==> src/rtl/deq_pkg.sv <==
// Shared types, widths, codes and slot arithmetic for the double-ended queue.
// Used by every module of the block but deq_ram; depends on nothing.
package deq_pkg;

    localparam int CAPACITY = 16;
    localparam int DATA_W   = 32;
    localparam int POS_W    = 4;
    localparam int SLOT_W   = $clog2(CAPACITY);
    localparam int COUNT_W  = $clog2(CAPACITY + 1);
    localparam int SUM_W    = COUNT_W + 1;

    typedef logic [DATA_W-1:0]  data_t;
    typedef logic [POS_W-1:0]   pos_t;
    typedef logic [SLOT_W-1:0]  slot_t;
    typedef logic [COUNT_W-1:0] count_t;

    typedef enum logic [2:0] {
        OP_PUSH_FRONT = 3'd0,
        OP_PUSH_BACK  = 3'd1,
        OP_POP_FRONT  = 3'd2,
        OP_POP_BACK   = 3'd3,
        OP_READ_FRONT = 3'd4,
        OP_READ_BACK  = 3'd5,
        OP_READ_INDEX = 3'd6,
        OP_CLEAR      = 3'd7
    } opcode_t;

    typedef enum logic [1:0] {
        ST_OK    = 2'd0,
        ST_EMPTY = 2'd1,
        ST_RANGE = 2'd2,
        ST_FULL  = 2'd3
    } status_t;

    typedef struct packed {
        logic load;
        logic exec;
        logic capture;
    } deq_cmd_t;

    function automatic slot_t slot_add(slot_t head, count_t offset);
        logic [SUM_W-1:0] sum;
        sum = SUM_W'(head) + SUM_W'(offset);
        if (sum >= SUM_W'(CAPACITY))
            sum = sum - SUM_W'(CAPACITY);
        return slot_t'(sum);
    endfunction

    function automatic slot_t slot_dec(slot_t head);
        slot_t res;
        if (head == '0)
            res = slot_t'(CAPACITY - 1);
        else
            res = head - 1'b1;
        return res;
    endfunction

endpackage

==> src/rtl/deq_ram.sv <==
// Generic single-port RAM with a registered read.
// Standalone; depends on nothing.
module deq_ram #(
    parameter int WIDTH = 32,
    parameter int DEPTH = 16
) (
    input  logic                     clk,
    input  logic                     we,
    input  logic [$clog2(DEPTH)-1:0] addr,
    input  logic [WIDTH-1:0]         wdata,
    output logic [WIDTH-1:0]         rdata
);

    logic [WIDTH-1:0] mem [DEPTH];
    logic [WIDTH-1:0] rdata_reg;

    always_ff @(posedge clk)
    begin
        if (we)
        begin
            mem[addr] <= wdata;
        end
        rdata_reg <= mem[addr];
    end

    assign rdata = rdata_reg;

endmodule

==> src/rtl/deq_ctrl.sv <==
// Controller state machine that sequences one transaction at a time.
// Depends on deq_pkg for the command struct.
module deq_ctrl (
    input  logic              clk,
    input  logic              rst_n,
    input  logic              start,
    output logic              busy,
    output logic              done,
    output deq_pkg::deq_cmd_t cmd
);

    import deq_pkg::*;

    typedef enum logic [1:0] {
        S_IDLE,
        S_EXEC,
        S_CAPT,
        S_DONE
    } state_t;

    state_t state_reg;
    state_t state_next;
    logic   busy_reg;
    logic   done_reg;
    logic   accept;

    assign accept = start && !busy_reg;

    always_comb
    begin
        state_next = state_reg;
        unique case (state_reg)
            S_IDLE: if (accept) state_next = S_EXEC;
            S_EXEC: state_next = S_CAPT;
            S_CAPT: state_next = S_DONE;
            S_DONE: state_next = S_IDLE;
        endcase
    end

    always_ff @(posedge clk or negedge rst_n)
    begin
        if (!rst_n)
        begin
            state_reg <= S_IDLE;
            busy_reg  <= 1'b0;
            done_reg  <= 1'b0;
        end
        else
        begin
            state_reg <= state_next;
            busy_reg  <= (state_next != S_IDLE);
            done_reg  <= (state_next == S_DONE);
        end
    end

    assign cmd.load    = accept;
    assign cmd.exec    = (state_reg == S_EXEC);
    assign cmd.capture = (state_reg == S_CAPT);
    assign busy        = busy_reg;
    assign done        = done_reg;

endmodule

==> src/rtl/deq_dpath.sv <==
// Datapath: operand registers, head and count registers, entry store and result registers.
// Depends on deq_pkg and instantiates deq_ram.
module deq_dpath (
    input  logic              clk,
    input  logic              rst_n,
    input  deq_pkg::deq_cmd_t cmd,
    input  logic [2:0]        opcode,
    input  deq_pkg::data_t    item_data,
    input  deq_pkg::pos_t     position,
    output deq_pkg::data_t    read_data,
    output logic [1:0]        status,
    output deq_pkg::count_t   entry_count,
    output logic              is_empty
);

    import deq_pkg::*;

    opcode_t op_reg;
    data_t   data_reg;
    pos_t    pos_reg;
    slot_t   head_reg;
    slot_t   head_next;
    count_t  count_reg;
    count_t  count_next;
    status_t status_reg;
    status_t status_next;
    logic    rd_ok_reg;
    logic    rd_ok_next;
    data_t   read_data_reg;

    logic    ram_we;
    slot_t   ram_addr;
    data_t   ram_rdata;
    logic    full;
    logic    empty;

    assign full  = (count_reg == count_t'(CAPACITY));
    assign empty = (count_reg == '0);

    always_comb
    begin
        head_next   = head_reg;
        count_next  = count_reg;
        status_next = ST_OK;
        rd_ok_next  = 1'b0;
        ram_we      = 1'b0;
        ram_addr    = head_reg;
        unique case (op_reg)
            OP_PUSH_FRONT:
            begin
                ram_addr = slot_dec(head_reg);
                if (full)
                    status_next = ST_FULL;
                else
                begin
                    ram_we     = cmd.exec;
                    head_next  = slot_dec(head_reg);
                    count_next = count_reg + 1'b1;
                end
            end
            OP_PUSH_BACK:
            begin
                ram_addr = slot_add(head_reg, count_reg);
                if (full)
                    status_next = ST_FULL;
                else
                begin
                    ram_we     = cmd.exec;
                    count_next = count_reg + 1'b1;
                end
            end
            OP_POP_FRONT:
            begin
                if (empty)
                    status_next = ST_EMPTY;
                else
                begin
                    head_next  = slot_add(head_reg, count_t'(1));
                    count_next = count_reg - 1'b1;
                end
            end
            OP_POP_BACK:
            begin
                if (empty)
                    status_next = ST_EMPTY;
                else
                    count_next = count_reg - 1'b1;
            end
            OP_READ_FRONT:
            begin
                if (empty)
                    status_next = ST_EMPTY;
                else
                    rd_ok_next = 1'b1;
            end
            OP_READ_BACK:
            begin
                ram_addr = slot_add(head_reg, count_reg - 1'b1);
                if (empty)
                    status_next = ST_EMPTY;
                else
                    rd_ok_next = 1'b1;
            end
            OP_READ_INDEX:
            begin
                ram_addr = slot_add(head_reg, count_t'(pos_reg));
                if (count_t'(pos_reg) >= count_reg)
                    status_next = ST_RANGE;
                else
                    rd_ok_next = 1'b1;
            end
            OP_CLEAR:
            begin
                head_next  = '0;
                count_next = '0;
            end
        endcase
    end

    always_ff @(posedge clk or negedge rst_n)
    begin
        if (!rst_n)
        begin
            head_reg  <= '0;
            count_reg <= '0;
        end
        else if (cmd.exec)
        begin
            head_reg  <= head_next;
            count_reg <= count_next;
        end
    end

    always_ff @(posedge clk)
    begin
        if (cmd.load)
        begin
            op_reg   <= opcode_t'(opcode);
            data_reg <= item_data;
            pos_reg  <= position;
        end
        if (cmd.exec)
        begin
            status_reg <= status_next;
            rd_ok_reg  <= rd_ok_next;
        end
        if (cmd.capture)
        begin
            read_data_reg <= rd_ok_reg ? ram_rdata : '0;
        end
    end

    deq_ram #(
        .WIDTH (DATA_W),
        .DEPTH (CAPACITY)
    ) u_store (
        .clk   (clk),
        .we    (ram_we),
        .addr  (ram_addr),
        .wdata (data_reg),
        .rdata (ram_rdata)
    );

    assign read_data   = read_data_reg;
    assign status      = status_reg;
    assign entry_count = count_reg;
    assign is_empty    = (count_reg == '0);

endmodule

==> src/rtl/double_ended_queue_core.sv <==
// Top level of the bounded double-ended queue with indexed read.
// Depends on deq_pkg and instantiates deq_ctrl and deq_dpath.
//
// A transaction is accepted at a rising edge where start is high and busy is low.
// It carries opcode, item_data and position; busy rises at that edge.
// The entry store is a single-port RAM with a registered read, so each
// transaction passes through an execute state that updates the head and count
// and addresses the store, a capture state in which the store output is loaded
// into the result registers, and a done state in which the result is presented.
// done rises on entry to the done state and stays high for exactly one cycle,
// and the result is taken at the edge that ends it; busy falls at that same edge.
// A new transaction can therefore be accepted only after busy has fallen.
// Every transaction yields exactly one result; the receiver cannot stall it,
// so the result must be taken in the cycle where done is high.
// Reset empties the queue and sets the head to slot zero; store contents are
// not cleared, and no entry is reachable until a push writes it.
module double_ended_queue_core (
    input  logic                 clk,
    input  logic                 rst_n,
    input  logic                 start,
    output logic                 busy,
    input  logic [2:0]           opcode,
    input  deq_pkg::data_t       item_data,
    input  deq_pkg::pos_t        position,
    output logic                 done,
    output deq_pkg::data_t       read_data,
    output logic [1:0]           status,
    output deq_pkg::count_t      entry_count,
    output logic                 is_empty
);

    import deq_pkg::*;

    deq_cmd_t cmd;

    deq_ctrl u_ctrl (
        .clk   (clk),
        .rst_n (rst_n),
        .start (start),
        .busy  (busy),
        .done  (done),
        .cmd   (cmd)
    );

    deq_dpath u_dpath (
        .clk         (clk),
        .rst_n       (rst_n),
        .cmd         (cmd),
        .opcode      (opcode),
        .item_data   (item_data),
        .position    (position),
        .read_data   (read_data),
        .status      (status),
        .entry_count (entry_count),
        .is_empty    (is_empty)
    );

endmodule

==> config.mk <==
export PLATFORM = sky130hd
export DESIGN_NAME = double_ended_queue_core
export DESIGN_NICKNAME = d
export VERILOG_FILES = /design/src/rtl/deq_pkg.sv /design/src/rtl/deq_ram.sv /design/src/rtl/deq_ctrl.sv /design/src/rtl/deq_dpath.sv /design/src/rtl/double_ended_queue_core.sv
export SDC_FILE = /design/constraint.sdc
export NUM_CORES = 1
export LEC_CHECK = 0
export BUFFER_PORTS_ARGS = -buffer_cell sky130_fd_sc_hd__buf_2
export CAP_MARGIN = 20
export CORE_MARGIN = 4
export CORE_UTILIZATION = 50
export CTS_BUF_LIST = sky130_fd_sc_hd__clkbuf_8
export CTS_CLUSTER_DIAMETER = 100
export CTS_CLUSTER_SIZE = 8
export DETAILED_ROUTE_END_ITERATION = 12
export GPL_TIMING_DRIVEN = 0
export PLACE_DENSITY = 0.66
export SLEW_MARGIN = 10
export SYNTH_ARGS = -nofsm -noshare
export SYNTH_HDL_FRONTEND = slang
export SYNTH_SLANG_ARGS = --single-unit
==> constraint.sdc <==
create_clock -name clk -period 7.2 [get_ports clk]
set_input_delay 1.44 -clock clk [delete_from_list [all_inputs] [get_ports clk]]
set_output_delay 1.44 -clock clk [all_outputs]
set_load 0.03 [all_outputs]
**Word level (Yosys, flattened, before mapping)**

Memory sizes are Yosys's and may differ from the RTL's. A register that Yosys moved wholly into a read port is not among the register bits.
Cells that the tools add are included.

- Input bits: 42
- Memory bits (writable): 512
- Flip-flop bits (word level): 87
- Word-level logic and storage cells: 84
- Memories kept: 1

- Add/subtract/negate cells: 11
- $lt $le $gt $ge: 5
- Multiplexer cells: 25
- Reductions and logical operators: 15
- Eq/ne operators: 16

Memories:

| memory | words | bits a word | rd ports | clocked after Yosys merged registers in | write ports | line | text |
|---|---|---|---|---|---|---|---|
| u_dpath.u_store.mem | 16 | 32 | 1 | 1 | 1 | deq_ram.sv:14 | `logic [WIDTH-1:0] mem [DEPTH];` |

Operators with widths:

| cell | number |
|---|---|
| $mux 4 | 7 |
| $sub 4x1->4 const B | 5 |
| $pmux 4 s4 | 1 |
| $pmux 5 s3 | 1 |
| $add 4x5->6 | 2 |
| $eq 3x3->1 const B | 4 |
| $ge 6x5->1 const B | 2 |
| $pmux 4 s3 | 1 |
| $ge 5x5->1 const B | 2 |
| $mux 5 | 2 |
| $ne 2x2->1 const B | 4 |
| $pmux 2 s4 | 1 |
| $reduce_and 4->1 | 2 |
| $mux 1 | 7 |
| $eq 2x2->1 const B | 3 |
| $eq 3x2->1 const B | 2 |
| $mux 2 | 3 |
| $pmux 2 s3 | 1 |
| $reduce_bool 3->1 | 2 |
| $reduce_or 2->1 | 3 |
| $add 4x1->5 const B | 1 |
| $add 4x4->5 | 1 |
| $add 5x1->5 const B | 1 |
| $eq 5x5->1 const B | 1 |
| 13 further kinds | 13 |

**Depth between registers and ports, before layout**

Gate-level depths: netlist of the first run.

- Word-level depth: 5
- Mapped depth: 19

**Cells and area by module**

From an unflattened synthesis of the first run, not the netlist that was laid out.

- Cells, all modules: 1,154
- Area total of the unflattened synthesis: 23,916.7 um^2

Modules (own cells, without submodules):

| module | area each (um^2) | instances | cells each |
|---|---|---|---|
| deq_ram | 19,862.8 | 1 | 840 |
| deq_dpath | 3,865.0 | 1 | 300 |
| deq_ctrl | 188.9 | 1 | 14 |

**Worst setup path after synthesis of the first run**

Ideal clock, no wire load.

- Kind: register to register
- Start: reg u_dpath.op_reg[2]
- End: mem u_dpath.u_store.mem[4][0], enable pin
- Buffers on the path: 6
- Cell stages (with the launch flop): 19
- Arrival: 4,752 ps
- Library setup time: 421 ps
- Clock period less this slack: 5,173 ps
- Setup slack: 2,027 ps
- Cell sequence: edfxtp_1 -> buf_2 -> clkbuf_1 -> clkbuf_1 -> a21boi_0 -> o21ai_0 -> a22o_1 -> ha_1 -> inv_1 -> fa_1 -> xnor2_1 -> mux2i_1 -> a211oi_1 -> a221o_1 -> clkbuf_1 -> buf_2 -> buf_2 -> nand2_1 -> nor2_1

- Longest elaborated chain between the ends: 5
- Elaborated cells between the ends (all ways): 9
- Classes of those cells: eq/ne (3); mux (4); reduce/logical (2)

Ends and longest elaborated chain:

| item | line | text |
|---|---|---|
| start, declared | deq_dpath.sv:18 | `opcode_t op_reg;` |
| start signal, assigned | deq_dpath.sv:138 | `op_reg <= opcode_t'(opcode);` |
| $eq 3x1->1 / $logic_not 3->1 (equally long branches) | deq_dpath.sv:48 | `unique case (op_reg)` |
| $reduce_or 2->1 (no source line) | - |  |
| $mux 1 | - |  |
| $mux 1 | deq_ram.sv:19 | `if (we)` |
| $mux 1 (implied by the code) | deq_ram.sv:21 | `mem[addr] <= wdata;` |
| end, declared | deq_ram.sv:14 |  |

Several ways; a longest one is shown, not always the timed one.

**Worst setup path after layout of the first run**

- Start: reg u_dpath.op_reg[2]
- End: mem u_dpath.u_store.mem[15][12], enable pin

Same word-level chain as after synthesis.

==> results of run 1 <==
-- power by group through the flow --
stage	logic [µW]	registers [µW]	clock network, µW
6_report	4240	4650	2450
5_1_grt	4530	4690	2670
4_1_cts	4300	4650	2500
3_5_place_dp	4280	4730	0
3_3_place_gp	4130	4730	0
2_1_floorplan	2830	4870	0
-- metal layers --
layer / GRT usage [%] / up-vias / wire length, µm
met1: 27.3 / 6481 / 23800
met4: 6.73 / 0 / 1310
met2: 33.1 / 363 / 26200
li1: - / 5828 / -
met5: 0 / - / 0
met3: 3.43 / 83 / 2710
-- metrics by stage --
stage / cell area (µm²) / total power [µW] / setup TNS (ns) / utilization [%] / setup WS, ns
after global placement: 26400 / 8860 / -181.07 / 53.5 / -0.604
after floorplan: 25200 / 7690 / 0 / - / 2.03
final: 28600 / 11300 / 0 / 57.9 / 1.19
after detailed placement: 27100 / 9010 / 0 / 54.8 / 1.26
after CTS: 28600 / 11400 / 0 / 57.9 / 1.22
after global routing: 28600 / 11900 / 0 / 57.9 / 0.836
-- cells in the final DEF, fill, tap and decap left out, types with 7 or more instances in the layout --
cell type and count:
a21oi_1 10, dfxtp_1 32, ha_1 13, buf_4 19, clkbuf_1 15, o22ai_1 7
mux2i_1 481, o21ai_0 20, clkbuf_8 91, nor2_1 11, nand2b_1 7, nand2_1 19
nor2_4 16, dfrtp_1 13, buf_16 15, edfxtp_1 586, and2_1 35, inv_1 77
buf_2 115
-- worst max-delay path, stage by stage, from the launching register on --
cell,delay [ns]
edfxtp_1,0.35
buf_2,0.23
clkbuf_1,0.35
clkbuf_1,0.35
a21boi_0,0.28
o21ai_0,0.16
a22o_1,0.27
ha_1,0.20
inv_1,0.08
fa_1,0.44
a32o_1,0.23
a211oi_1,0.31
buf_2,0.32
buf_2,0.35
buf_2,0.40
nand3b_1,0.39
nor2_4,0.72
buf_16,0.25
-- layout make-up --
class,instances,area [µm²],share of cell area (%)
tap,664,831,2.91
antenna,4,10.0,0.0350
buffer,70,408,1.43
sequential,631,18600,64.9
timing repair buffer,104,948,3.32
multi-input combinational,687,6270,21.9
clock inverter,66,259,0.906
clock buffer,91,1250,4.38
inverter,13,48.8,0.171
-- worst min path at each step --
stage,from,end,slack (ns),depth (start not counted)
6_report,u_dpath.u_store.rdata[0],u_dpath.read_data[0],0.51,1
5_1_grt,u_dpath.u_store.rdata[2],u_dpath.read_data[2],0.52,1
4_1_cts,u_dpath.u_store.rdata[2],u_dpath.read_data[2],0.51,1
3_5_place_dp,u_dpath.u_store.rdata[0],u_dpath.read_data[0],0.49,1
3_3_place_gp,u_dpath.u_store.rdata[1],u_dpath.read_data[1],0.49,1
2_1_floorplan,u_dpath.u_store.rdata[0],u_dpath.read_data[0],0.48,1
-- cell families after synthesis --
kind of cell | Yosys count | share of synthesized area [%]
DFF | 631 | 73.8
adders and majority gates | 15 | 0.776
xor gates and xnor gates | 3 | 0.104
muxes | 482 | 19.2
buffers and inverters | 83 | 1.82
and+or+nand+nor | 119 | 2.55
AOI/OAI and AO/OA | 68 | 1.79
==> reports/metrics.cfg, run 1 <==
[floorplanning]
die_h_um=232
start_util_pct=51.0
die-area_um2=54000
row_count=81
die_w_um=232
io-pin-count=84
core-area_um2=49400

[power]
clkPwrFrac_pct=21.6
p_sw_uw=4000
irDropWorstVdd_uv=222
swShare_pct=35.3
p_comb_share_pct=37.4
p_per_area_nw_per_um2=397
p_leak_uw=0.0112
p_int_uw=7330
power_frac_seq_pct=41.0

[sta]
relSlewSlack_pct=30.4
fin_crit_sh_pct=83.5
worst_pin_slew_ns=1.04
max_freq_ghz=0.166
setup_violations=0
drv_slew=0
post-route-min-period_ns=6.01
rsz0062_at_grt=false
hold_violations=0
fin_worst_skew_ns=0.0241
hold_ws_ns=0.509

[clock_tree]
post-cts-setup-buffers=0
cts_root_buf=clkbuf_8
cts_hold_buf=0
clock_sinks=631
post_cts_resize_count=0
clock_latency_ns=0.66
ctsHtreeMaxLevel=3
clkTransAtPathRegs_ns=0.06
cts_tree=yes
cts_max_path_buffers=3
numCtsBuffers=88

[synthesis]
synth_commonest_cells=edfxtp_1 (586), mux2i_1 (481), and2_1 (35), buf_2 (32), dfxtp_1 (32)
ys_warn_count=0
synth_cell_types=49
netlist_area_um2=25200
avgSynthCellArea_um2=18.0
synthTopCellsByArea=edfxtp_1 (70%), mux2i_1 (19%), dfxtp_1 (2.5%)
synth_most_common_cell=edfxtp_1
synth_edf_count=586
syn-num-nets=1458
synthArstFlopShare_pct=2.06
synth_top_area_share_pct=69.9
seq_area_frac_synth_pct=73.8
synth_flop_cell=edfxtp_1
synth_top_cell_by_area=edfxtp_1
syn_inst=1401
ys_ff_latch=631

[global_routing]
antenna_found_initial=1
grt_pass1_wl_mm=80.0
grt_pass1_vias=12800
grt_max_degree=23
global_route.usage.total_pct=20.1
globalRouteOverflowTotal=0

[worst_setup_path]
required_ns=7.54
cp.arrival_ns=6.35
r2r_end=u_dpath.u_store.mem[15][12]
crit_type=reg -> reg
rrSetupSlack_ns=1.19
cp-endpoint=u_dpath.u_store.mem[15][12]
critical_path.max_fanout=17
timing.rr.start=u_dpath.op_reg[2]
endpoint_kind=register
start_kind=register
crit_path_start=u_dpath.op_reg[2]
rr_worst_depth=17

[drt]
wire_per_inst_um=23.2
wl_mm=54.1
drc=0
via_count=12800
first_pass_iters=5
antenna_left=0
viasPerCell=5.47
first_iter_violations=870

[place]
gp_congestion=0.824
dp_hpwl_mm=33.8
io_buffers=83
dp_cells=2169

[cells_and_area]
drive_above_1_share_pct=16.7
largest_reg_flops=512
nNetsFinal=1652
top_register=u_dpath.u_store.mem
fin_cells=2330
syn2layout_area_growth_pct=13.6
fillers=3716

[status]
status=completed

[min_path]
hold_path.class=reg -> reg

[flow_run]
drv_cap=0

(Power assumes the default switching activity.)
==> run 2, diff against run 1 <==
==> constraint.sdc (replaced) <==
create_clock -name clk -period 5.64 [get_ports clk]
set_input_delay 1.128 -clock clk [delete_from_list [all_inputs] [get_ports clk]]
set_output_delay 1.128 -clock clk [all_outputs]
set_load 0.03 [all_outputs]
==> run 2 against run 1 <==
Net effect:
- critical path depth is 2 higher
- final cell count is 0.99% higher
- die area stayed put
- wire length is 1.4% higher
- fmax is 13% higher
- final area is 1.1% higher
- clock power is 27% higher
- first-iteration DRC count is 9.0% higher
- critical path type unchanged
- critical endpoint is now u_dpath.u_store.mem[11][24]
- highest routed layer unchanged
==> reports/metrics.cfg, run 2 (synthesized netlist as in run 1, its figures left out) <==
[cells_and_area]
top_register=u_dpath.u_store.mem
layout_common_cells=edfxtp_1 (586), mux2i_1 (481), buf_2 (114)
final_common_cell=edfxtp_1
drive_above_1_share_pct=17.9  ; +1.1 points
fin_cells=2353  ; +0.99%
fillers=3666  ; -1.3%
nNetsFinal=1674  ; +1.3%
syn2layout_area_growth_pct=14.9
largest_reg_flops=512  ; unchanged

[clock_tree]
cts_root_buf=clkbuf_8
ctsHtreeMaxLevel=3  ; unchanged
clock_latency_ns=0.65  ; about the same
cts_tree=yes
cts_max_path_buffers=3  ; unchanged
clock_sinks=631  ; unchanged
clkTransAtPathRegs_ns=0.07  ; about the same
numCtsBuffers=88  ; unchanged

[place]
pre_cts_slack_ns=-0.301  ; -1.56 ns
io_buffers=83  ; unchanged
dp_hpwl_mm=33.8  ; unchanged
dp_cells=2169  ; unchanged
gp_congestion=0.824  ; unchanged

[sta]
relSlewSlack_pct=29.2  ; -1.2 points
worst_pin_slew_ns=1.06  ; +0.0180 ns
drv_slew=0  ; unchanged
fin_crit_sh_pct=94.3  ; +11 points
rsz0062_at_grt=false
setup_violations=0  ; unchanged
finalWorstSetupSlack_ns=0.320  ; -0.869 ns
fin_worst_skew_ns=0.0220  ; -0.00203 ns
hold_violations=0  ; unchanged
post-route-min-period_ns=5.32  ; -0.691 ns
max_freq_ghz=0.188  ; +13%

[drt]
antenna_left=0  ; unchanged
viasPerCell=5.48  ; +0.11%
via_count=12900  ; +1.1%
first_pass_iters=5  ; unchanged
wl_mm=54.8  ; +1.4%
drc=0  ; unchanged
first_iter_violations=948  ; +9.0%
wire_per_inst_um=23.3  ; +0.40%

[power]
p_per_area_nw_per_um2=502  ; +27%
p_int_uw=9380  ; +28%
p_comb_share_pct=37.6  ; +0.2 points
power_frac_seq_pct=40.9  ; about the same
p_leak_uw=0.0113  ; +1.3%
swShare_pct=35.4  ; +0.040 points
p_sw_uw=5130  ; +28%
irDropWorstVdd_uv=270  ; +22%
clkPwrFrac_pct=21.5  ; about the same

[worst_setup_path]
required_ns=5.99  ; -1.55 ns
start_kind=register
timing.rr.start=u_dpath.op_reg[2]
critical_path.max_fanout=13  ; -4
crit_type=reg -> reg
cp.arrival_ns=5.67  ; -0.68 ns
rr_worst_depth=19  ; +2
r2r_end=u_dpath.u_store.mem[11][24]
endpoint_kind=register
rrSetupSlack_ns=0.32  ; -0.87 ns

[floorplanning]
row_count=81  ; unchanged
die_w_um=232  ; unchanged
start_util_pct=51.0  ; unchanged
io-pin-count=84  ; unchanged
die_h_um=232  ; unchanged
core-area_um2=49400  ; unchanged
die-area_um2=54000  ; unchanged

[global_routing]
grt_pass1_vias=12900  ; +0.80%
globalRouteOverflowTotal=0  ; unchanged
antenna_found_initial=1  ; unchanged
grt_max_degree=23  ; unchanged
global_route.usage.total_pct=20.3  ; +0.24 points
grt_pass1_wl_mm=80.9  ; +1.2%

[status]
status=completed

[min_path]
hold_path.class=in -> async

[flow_run]
drv_cap=0  ; unchanged

## run 2: timing repair
action / CTS / global route
endpoints found under the setup margin: 245 / 465
endpoints found under the hold margin: 0 / 0
hold buffers: 0 / 0
resized for setup: 0 / 3
buffers inserted: 14 / 8
pin swaps: 10 / 2
## run 2: power groups by stage
stage	Sequential (µW)	Clock (µW)	Combinational, µW
after floorplan	6210	0	3610
after global placement	6040	0	5280
after detailed placement	6030	0	5470
after CTS	5940	3190	5490
after global routing	5990	3410	5820
final	5940	3120	5450
## run 2: layout make-up
type,instances,area [µm²],share of cell area [%]
Clock buffer,91,1250,4.33
Buffer,70,412,1.42
Multi-Input combinational cell,687,6270,21.7
Tap cell,664,831,2.87
Timing Repair Buffer,126,1260,4.37
Inverter,13,48.8,0.169
Clock inverter,66,259,0.896
Sequential cell,631,18600,64.2
Antenna cell,5,12.5,0.0433
## run 2: critical path: stages, from the launching register on
cell and delay, ns:
edfxtp_1 0.35, buf_2 0.23, clkbuf_2 0.24, clkbuf_1 0.34, a21boi_0 0.27, o21ai_0 0.16, a22o_1 0.28, ha_1 0.20
inv_1 0.08, fa_1 0.43, a32o_1 0.23, a211oi_1 0.32, buf_2 0.32, buf_2 0.35, clkbuf_4 0.35, nand3b_1 0.11
buf_4 0.20, nor2_4 0.17, buf_16 0.18, buf_16 0.16
## run 2: through the flow
step / setup TNS [ns] / total power (µW) / area [µm²] / hold slack [ns] / utilization, %
after floorplan: 0 / 9820 / 25200 / 0.482 / -
after global placement: -971.56 / 11300 / 26400 / 0.493 / 53.5
after detailed placement: -26.75 / 11500 / 27100 / 0.494 / 54.8
after CTS: 0 / 14600 / 28800 / 0.324 / 58.3
after global routing: 0 / 15200 / 28900 / 0.369 / 58.6
final: 0 / 14500 / 28900 / 0.361 / 58.6
## run 2: how the worst max path moves through the flow
stage,depth (start not counted),end,startpoint
2_1_floorplan,18,u_dpath.u_store.mem[4][0],u_dpath.op_reg[2]
3_3_place_gp,16,u_dpath.u_store.mem[14][17],u_dpath.op_reg[2]
3_5_place_dp,17,u_dpath.u_store.mem[15][16],u_dpath.op_reg[2]
4_1_cts,18,u_dpath.u_store.mem[11][24],u_dpath.op_reg[2]
5_1_grt,19,u_dpath.u_store.mem[11][24],u_dpath.op_reg[2]
6_report,19,u_dpath.u_store.mem[11][24],u_dpath.op_reg[2]
## run 2: metal layers
metal	global-route usage, %	vias to the layer above	wire length [µm]
met3	3.41	89	2830
met2	33.5	370	26700
met1	27.6	6557	23900
met5	0	-	0
met4	7.08	0	1420
li1	-	5879	-
